==> config.mk <==
export PLATFORM = sky130hd
export DESIGN_NAME = four_value_frame_with_crc16
export DESIGN_NICKNAME = d
export VERILOG_FILES = /design/src/hw/rtl/fvf_pkg.sv /design/src/hw/rtl/fvf_in_buf.sv /design/src/hw/rtl/fvf_serializer.sv /design/src/hw/rtl/four_value_frame_with_crc16.sv
export SDC_FILE = /design/constraint.sdc
export NUM_CORES = 1
export LEC_CHECK = 0
export ABC_CLOCK_PERIOD_IN_PS = 7820
export BUFFER_PORTS_ARGS = -buffer_cell sky130_fd_sc_hd__buf_2
export CORE_AREA = 2 2 103 105
export CTS_CLUSTER_DIAMETER = 100
export DETAILED_ROUTE_END_ITERATION = 10
export DIE_AREA = 0 0 105 107
export PLACE_DENSITY = 0.93
export SLEW_MARGIN = 20
export SYNTH_ARGS = -nofsm -noshare
export SYNTH_HDL_FRONTEND = slang
export SYNTH_SLANG_ARGS = --single-unit
export TNS_END_PERCENT = 50
==> constraint.sdc <==
create_clock -name aclk -period 7.82 [get_ports aclk]
set_input_delay 0.782 -clock aclk [delete_from_list [all_inputs] [get_ports aclk]]
set_output_delay 0.782 -clock aclk [all_outputs]
set_load 0.005 [all_outputs]
==> src/hw/rtl/fvf_pkg.sv <==
`default_nettype none

package fvf_pkg;

    // Frame layout: eight payload bytes, then the CRC low and high bytes.
    localparam int FrameLen   = 10;
    localparam int PayloadLen = 8;

    // CRC-16/MODBUS: reflected polynomial, all-ones start, no final inversion.
    localparam logic [15:0] CrcInit = 16'hFFFF;
    localparam logic [15:0] CrcPoly = 16'hA001;

    // Byte position within a frame.
    typedef logic [3:0] fvf_idx_t;

    localparam fvf_idx_t IdxCrcLo = fvf_idx_t'(PayloadLen);
    localparam fvf_idx_t IdxLast  = fvf_idx_t'(FrameLen - 1);

    // One input item; value_a sits in the low bits so it is sent first.
    typedef struct packed {
        logic [15:0] value_d;
        logic [15:0] value_c;
        logic [15:0] value_b;
        logic [15:0] value_a;
    } fvf_item_t;

    // Shift one byte into the CRC, least significant bit first.
    function automatic logic [15:0] crc_feed(input logic [15:0] crc_in,
                                             input logic [7:0]  data);
        logic [15:0] crc;
        crc = crc_in ^ {8'h00, data};
        for (int i = 0; i < 8; i++) begin
            if (crc[0]) begin
                crc = (crc >> 1) ^ CrcPoly;
            end else begin
                crc = crc >> 1;
            end
        end
        return crc;
    endfunction

endpackage

`default_nettype wire

==> src/hw/rtl/fvf_in_buf.sv <==
`default_nettype none

// Input holding register: takes one item and keeps it until the serializer
// picks it up, so a new transfer can land while a frame is still going out.
module fvf_in_buf (
    input  wire logic               aclk,
    input  wire logic               aresetn,
    input  wire logic               s_valid,
    output logic                    s_ready,
    input  wire logic [15:0]        s_value_a,
    input  wire logic [15:0]        s_value_b,
    input  wire logic [15:0]        s_value_c,
    input  wire logic [15:0]        s_value_d,
    output logic                    buf_valid,
    input  wire logic               buf_take,
    output fvf_pkg::fvf_item_t      buf_item
);

    logic               full_reg;
    logic               full_next;
    fvf_pkg::fvf_item_t item_reg;

    assign s_ready   = !full_reg;
    assign buf_valid = full_reg;
    assign buf_item  = item_reg;

    // The buffer fills on an input transfer and empties when the item is taken.
    always_comb begin
        full_next = full_reg;
        if (s_valid && s_ready) begin
            full_next = 1'b1;
        end else if (buf_take) begin
            full_next = 1'b0;
        end
    end

    always_ff @(posedge aclk) begin
        if (!aresetn) begin
            full_reg <= 1'b0;
        end else begin
            full_reg <= full_next;
        end
    end

    // Payload capture needs no reset.
    always_ff @(posedge aclk) begin
        if (s_valid && s_ready) begin
            item_reg.value_a <= s_value_a;
            item_reg.value_b <= s_value_b;
            item_reg.value_c <= s_value_c;
            item_reg.value_d <= s_value_d;
        end
    end

endmodule

`default_nettype wire

==> src/hw/rtl/fvf_serializer.sv <==
`default_nettype none

// Frame serializer: sends the payload one byte per cycle unless stalled, folds
// each payload byte into the running CRC as it goes, then appends both CRC bytes.
module fvf_serializer (
    input  wire logic               aclk,
    input  wire logic               aresetn,
    input  wire logic               buf_valid,
    output logic                    buf_take,
    input  wire fvf_pkg::fvf_item_t buf_item,
    output logic                    m_valid,
    input  wire logic               m_ready,
    output logic [7:0]              m_frame_byte,
    output logic                    m_last_byte
);

    logic              active_reg;
    logic              active_next;
    logic [63:0]       word_reg;
    logic [63:0]       word_next;
    logic [15:0]       crc_reg;
    logic [15:0]       crc_next;
    fvf_pkg::fvf_idx_t idx_reg;
    fvf_pkg::fvf_idx_t idx_next;
    logic              out_valid_reg;
    logic              out_valid_next;
    logic [7:0]        out_byte_reg;
    logic [7:0]        out_byte_next;
    logic              out_last_reg;
    logic              out_last_next;
    logic              out_free;
    logic              advance;
    logic              at_last;

    assign m_valid      = out_valid_reg;
    assign m_frame_byte = out_byte_reg;
    assign m_last_byte  = out_last_reg;

    // During a frame, a byte moves into the output register whenever that register is free.
    assign out_free = !out_valid_reg || m_ready;
    assign advance  = active_reg && out_free;
    assign at_last  = (idx_reg == fvf_pkg::IdxLast);

    // A new item is loaded when idle or as the last byte of a frame moves out.
    assign buf_take = buf_valid && (!active_reg || (advance && at_last));

    always_comb begin
        active_next    = active_reg;
        word_next      = word_reg;
        crc_next       = crc_reg;
        idx_next       = idx_reg;
        out_valid_next = out_valid_reg;
        out_byte_next  = out_byte_reg;
        out_last_next  = out_last_reg;

        if (out_free) begin
            out_valid_next = 1'b0;
        end

        // Pick the next frame byte; payload bytes also update the CRC.
        if (advance) begin
            out_valid_next = 1'b1;
            out_last_next  = at_last;
            idx_next       = idx_reg + fvf_pkg::fvf_idx_t'(1);
            priority if (idx_reg < fvf_pkg::IdxCrcLo) begin
                out_byte_next = word_reg[7:0];
                word_next     = word_reg >> 8;
                crc_next      = fvf_pkg::crc_feed(crc_reg, word_reg[7:0]);
            end else if (idx_reg == fvf_pkg::IdxCrcLo) begin
                out_byte_next = crc_reg[7:0];
            end else begin
                out_byte_next = crc_reg[15:8];
            end
            if (at_last) begin
                active_next = 1'b0;
            end
        end

        // Start a fresh frame from the input buffer.
        if (buf_take) begin
            active_next = 1'b1;
            word_next   = buf_item;
            crc_next    = fvf_pkg::CrcInit;
            idx_next    = '0;
        end
    end

    always_ff @(posedge aclk) begin
        if (!aresetn) begin
            active_reg    <= 1'b0;
            out_valid_reg <= 1'b0;
            idx_reg       <= '0;
        end else begin
            active_reg    <= active_next;
            out_valid_reg <= out_valid_next;
            idx_reg       <= idx_next;
        end
    end

    // Datapath registers carry no reset.
    always_ff @(posedge aclk) begin
        word_reg     <= word_next;
        crc_reg      <= crc_next;
        out_byte_reg <= out_byte_next;
        out_last_reg <= out_last_next;
    end

endmodule

`default_nettype wire

==> src/hw/rtl/four_value_frame_with_crc16.sv <==
`default_nettype none

// Turns each input transfer of four 16-bit values into a 10-byte frame: the
// values in order, each low byte first, followed by a CRC-16/MODBUS over those
// eight bytes (low byte first), with m_last_byte set on the final CRC byte.
// The output emits one byte per cycle while m_ready stays high; the serializer
// folds each payload byte into the CRC as it sends that byte. A one-item input
// buffer takes the next transfer while a frame is still being sent, and a frame
// whose item is already buffered follows the previous one with no gap. An item
// passes from the input buffer register through the serializer's word register
// into its output register before the first byte appears at the output.
module four_value_frame_with_crc16 (
    input  wire logic        aclk,
    input  wire logic        aresetn,
    input  wire logic        s_valid,
    output logic             s_ready,
    input  wire logic [15:0] s_value_a,
    input  wire logic [15:0] s_value_b,
    input  wire logic [15:0] s_value_c,
    input  wire logic [15:0] s_value_d,
    output logic             m_valid,
    input  wire logic        m_ready,
    output logic [7:0]       m_frame_byte,
    output logic             m_last_byte
);

    logic               buf_valid;
    logic               buf_take;
    fvf_pkg::fvf_item_t buf_item;

    fvf_in_buf u_in_buf (
        .aclk      (aclk),
        .aresetn   (aresetn),
        .s_valid   (s_valid),
        .s_ready   (s_ready),
        .s_value_a (s_value_a),
        .s_value_b (s_value_b),
        .s_value_c (s_value_c),
        .s_value_d (s_value_d),
        .buf_valid (buf_valid),
        .buf_take  (buf_take),
        .buf_item  (buf_item)
    );

    fvf_serializer u_serializer (
        .aclk         (aclk),
        .aresetn      (aresetn),
        .buf_valid    (buf_valid),
        .buf_take     (buf_take),
        .buf_item     (buf_item),
        .m_valid      (m_valid),
        .m_ready      (m_ready),
        .m_frame_byte (m_frame_byte),
        .m_last_byte  (m_last_byte)
    );

endmodule

`default_nettype wire

Word-level counts from Yosys, hierarchy flattened
Index checks and enable logic that the tools add are counted.
- register bits: 160
- bits of input ports: 68
- $add $sub $neg: 1
- order comparisons: 1
- equal/unequal tests: 2
- multiplexer cells: 34
- bitwise logic cells: 10
- reduce and logical (&&, ||, !) cells: 18
- operators by type and width (cell ; count):
    2-to-1 mux 16 bit ; 22
    2-to-1 mux 64 bit ; 3
    inverter 2 -> 3 bit ; 8
    2-to-1 mux 8 bit ; 2
    XOR 16 x 8 -> 16 bit ; 1
    nonzero test 2 bit ; 5
    == test 4 bit, second input constant ; 2
    2-to-1 mux 1 bit ; 7
    AND reduction 2 bit ; 3
    adder 4 x 1 -> 4 bit, second input constant ; 1
    logical AND 1 bit ; 4
    less-than comparator 4 bit, second input constant ; 1
    zero test 1 bit ; 3
    logical OR 1 bit ; 2
    OR reduction 2 bit ; 1
    inverter 1 bit ; 1

Depth between registers and ports, before layout
- depth after elaboration: 31
- gate-level depth with buffers: 9
- mapped depth without buffers: 7

Hierarchy
Synthesis repeated with hierarchy kept, for this count alone.
- cell total of the unflattened synthesis: 472
- area, all modules: 6107.1 sq um
- modules (own cells, without submodules) (module ; instances ; cells an instance ; area each (sq um) ; seq. area each (sq um)):
    fvf_serializer ; 1 ; 403 ; 4141.5 ; 2632.5
    fvf_in_buf ; 1 ; 69 ; 1965.6 ; 1941.9

Worst setup path after synthesis
OpenSTA, ideal clock, no wires.
- kind: input port to flip-flop
- start point: in s_valid
- end point: reg u_in_buf.item_reg (netlist bit u_in_buf.buf_item[0]) (enable)
- arrival time: 3.628 ns
- data required time: 7.325 ns
- setup slack: 3.697 ns
- stages: 1
- buffers on the path: 0
- path through: nor2b_1
- longest elaborated chain between the ends: 1
- RTL lines (element ; RTL line ; source):
    from (decl) ; four_value_frame_with_crc16.sv:15 ; input wire logic s_valid,
    logical AND 1 bit ; fvf_in_buf.sv:47 ; if (s_valid && s_ready) begin
    to (decl) ; fvf_in_buf.sv:21 ; fvf_pkg::fvf_item_t item_reg;
Every way passes these cells.
A chain may end at the register's enable or synchronous reset.

Final worst setup path
- start point: reg u_serializer.idx_reg[3]
- end point: reg u_serializer.word_reg[40] (enable)
- longest elaborated chain between the ends: 6
- elaborated cells between the ends (all ways): 8
- classes of those cells: order compare (1); eq/ne (1); reduce/logical (6)
- RTL lines (element ; RTL line ; source):
    from (decl) ; fvf_serializer.sv:23 ; fvf_pkg::fvf_idx_t idx_reg;
    from (signal assigned) ; fvf_serializer.sv:96 ; idx_reg <= idx_next;
    == test 4 bit ; fvf_serializer.sv:42 ; assign at_last = (idx_reg == fvf_pkg::IdxLast);
    logical AND 1 bit ; fvf_serializer.sv:45 ; assign buf_take = buf_valid && (!active_reg || (advance && at_last));
    logical OR 1 bit ; fvf_serializer.sv:45 ;
    logical AND 1 bit ; fvf_serializer.sv:45 ;
    nonzero test 2 bit (no line) ; -- ;
    AND reduction 2 bit (no line) (*) ; -- ;
    to (signal assigned) ; fvf_serializer.sv:102 ; word_reg <= word_next;
    to (decl) ; fvf_serializer.sv:19 ; logic [63:0] word_reg;
Mark *: on every way between the ends. The rest lies on a longest branch, timed or not.

==> qor.yml <==
outcome: "finished, final reports clean"
setup_violations: 0
antenna_violating_nets_post_route: 0
cts.htree.levels: 4
worst_path_max_delay_cell: "sky130_fd_sc_hd__dfxtp_1"
critPathMaxStageDelay_ns: 0.75
port_buffers: 78
top_ports: 79
detailedRoute.firstPassIterationCount: 5
comb_power_share: 0.162
drt-met1-wl_um: 4610
tritoncts.num_buffers: 17
tightest_slew_ns: 1.06
whs_endpoint: "u_in_buf.buf_item[62]"
clock-sinks: 160
r2r-start: "u_serializer.idx_reg[3]"
slew_violations: 0
worst_hold_startpoint: "s_value_d[14]"
syn-cell-area_sq_um: 6080
cts-hold-fix-buffers: 0
groute.usage.overall: 0.221
layout.area.seq_sq_um: 4570
gp_congestion: 0.807
synth-edff-count: 137
report.final.hold_viol_count: 0
share_of_synthesized_area_occupied_by_flip_flops_and_latches: 0.752
routed_via_count: 3777
syn-instance-count: 472
rsz0062_at_grt: "no"
post-route-drc-count: 0
initial_core_util: 0.603
final_layout_net_count: 626
worst_reg2reg_path_length_in_cells: 5
reg2reg_slack_ns: 4.77
crit_required_ns: 7.98
placeableCoreArea_sq_um: 10100
vias_per_cell: 5.37
die_area_sq_um: 11200
crit_fanout: 48
highest_layer: "met4"
first_pass_grt_wire_length_um: 18800
end_kind: "flip-flop"
cts_resized: 0
power_per_cell_area_nw_per_um2: 322
detailedRoute.firstIterationViolations: 301
cts_tree: "yes"
net-switching-power_uw: 567
mappedNetlistNets: 543
worst_ep_arrival_time_ns: 3.21
relative_area_change_from_synthesis_to_final_layout_pct: 19.2
postSynth.topFlopCell: "sky130_fd_sc_hd__edfxtp_1"
multi_input_comb_area_sq_um: 1440
hold-path-cell-count: 1
clock-root-buffer: "sky130_fd_sc_hd__clkbuf_8"
final_period_minus_worst_setup_slack_ns: 3.05
postLayoutCellArea_sq_um: 7260
grt.overflow.total: 0
maxClockFrequency_mhz: 328
wl_met3_um: 536
crit_type: "flip-flop to flip-flop"
internal_power_contribution_uw: 1770
postPlaceCellArea_sq_um: 6640
crit_path_frequent_cell: "sky130_fd_sc_hd__nand2_2"
number_of_buffers_inserted_by_post_cts_setup_repair: 0
synth.lib_cells_used.distinct: 25
totalPowerFinal_uw: 2340
pwr-share-clk: 0.367
cts.clk_slew.worst_paths_ns: 0.06
rows: 37
antenna_found_initial: 0
leakage_uw: 0.00301
fraction_of_layout_cells_with_a_size_suffix_above_1: 0.201
ys.warnings.count: 0
layout_commonest_cell: "sky130_fd_sc_hd__nand2_1"
worst_skew_pair.late_latency_ns: 0.53
worst_r2r_endpoint: "u_serializer.word_reg[40]"
critical_path.startpoint_type: "flip-flop"
most-common-layout-cells: "sky130_fd_sc_hd__nand2_1 (172), sky130_fd_sc_hd__edfxtp_1 (137), sky130_fd_sc_hd__buf_2 (78), sky130_fd_sc_hd__nor2_1 (30), sky130_fd_sc_hd__dfxtp_1 (23)"
n_antenna_cell: 0
worstHoldPathType: "primary input to flip-flop"
number_of_global_route_vias_before_repair: 3868
die_y_um: 107
share_seq_of_total_power: 0.471
path_cells: "nand3b_1 > o21ai_1 > nand2_2 > nand2_2 > buf_4"
ir_worst_vdd_mv: 0.212
final.period_utilization: 0.390
routed_wire_length_per_instance_um: 16.6
dpl.hpwl_um: 6960
slew_headroom: 0.294
switching_share: 0.243
postRouteWirelength_um: 11600
fillCellCount: 632
avgSynthCellArea_sq_um: 12.9
die_w_um: 105
fin_setup_tns_ns: 0
met2_wirelength_um: 6250
ys_seq_elements: 160
max-clock-path-buffers: 2
grt_max_degree: 71
final.setup_skew_ns: 0.00604
cap_violations: 0
asyncSetResetFlopFracSynth: 0
-- power by group through the flow --
stage | logic [uW] | clock network, uW | registers, uW
finish | 377 | 857 | 1100
global route | 410 | 902 | 1110
CTS | 374 | 865 | 1100
detailed placement | 357 | 0 | 1120
global placement | 342 | 0 | 1110
floorplan | 281 | 0 | 1100
-- cell usage after synthesis (3+ instances only) --
cell type	number	share of area
sky130_fd_sc_hd__xor2_1	4	0.0058
sky130_fd_sc_hd__nand2_1	174	0.11
sky130_fd_sc_hd__dfxtp_1	23	0.076
sky130_fd_sc_hd__mux2i_1	8	0.013
sky130_fd_sc_hd__nor2_1	31	0.019
sky130_fd_sc_hd__nor2b_1	4	0.0041
sky130_fd_sc_hd__a22oi_1	8	0.0099
sky130_fd_sc_hd__edfxtp_1	137	0.68
sky130_fd_sc_hd__xnor2_1	18	0.026
sky130_fd_sc_hd__a21oi_1	17	0.014
sky130_fd_sc_hd__ha_1	3	0.0062
sky130_fd_sc_hd__clkbuf_1	18	0.011
sky130_fd_sc_hd__and3_1	8	0.0082
sky130_fd_sc_hd__inv_1	5	0.0031
-- metrics by stage --
step,std cells,hold slack [ns],setup WS (ns),utilization
2_1_floorplan,472,0.466,3.70,-
3_3_place_gp,671,0.474,4.78,0.656
3_5_place_dp,672,0.494,4.68,0.658
4_1_cts,703,0.408,4.79,0.719
5_1_grt,703,0.410,4.52,0.719
6_report,703,0.429,4.77,0.719
-- worst max path at each step --
stage,endpoint,slack (ns),depth (start not counted),start
CTS,u_serializer.word_reg[49],4.79,5,u_serializer.idx_reg[3]
global placement,u_serializer.word_reg[1],4.78,7,m_ready
finish,u_serializer.word_reg[40],4.77,5,u_serializer.idx_reg[3]
detailed placement,u_serializer.word_reg[33],4.68,7,m_ready
floorplan,u_in_buf.buf_item[0],3.70,1,s_valid
global route,u_serializer.word_reg[12],4.52,5,u_serializer.idx_reg[3]
-- critical path: cells and delay by family, from the launching register on --
| kind | cells | cell delay (ns) |
|---|---|---|
| compound gates | 1 | 0.59 |
| buf+inv | 1 | 0.59 |
| flops | 1 | 0.75 |
| simple gates | 3 | 0.71 |
-- per-layer routing --
layer	up-vias	global-route usage
li1	1779	-
met1	1848	0.261
met2	127	0.391
met3	23	0.0559
met4	0	0.0838
met5	-	0
-- cell type report --
type / count / area share
flip-flops and latches: 160 / 0.630
multi-input cells: 288 / 0.198
repair buffers: 83 / 0.0607
clock buffers: 18 / 0.0576
clock inverters: 13 / 0.0267
well taps: 136 / 0.0235
inverters: 5 / 0.00259
-- kinds of logic (layout without fill, tap and decap cells) --
group,after synthesis,count (layout),synth area share
xor+xnor,24,24,0.0395
fa+ha+maj,3,3,0.00617
simple gates,223,223,0.145
compound gates,30,30,0.0298
buf+inv,24,119,0.0148
flops,160,160,0.752
mux,8,8,0.0132
Note: power is estimated with default switching activity, not from simulation.
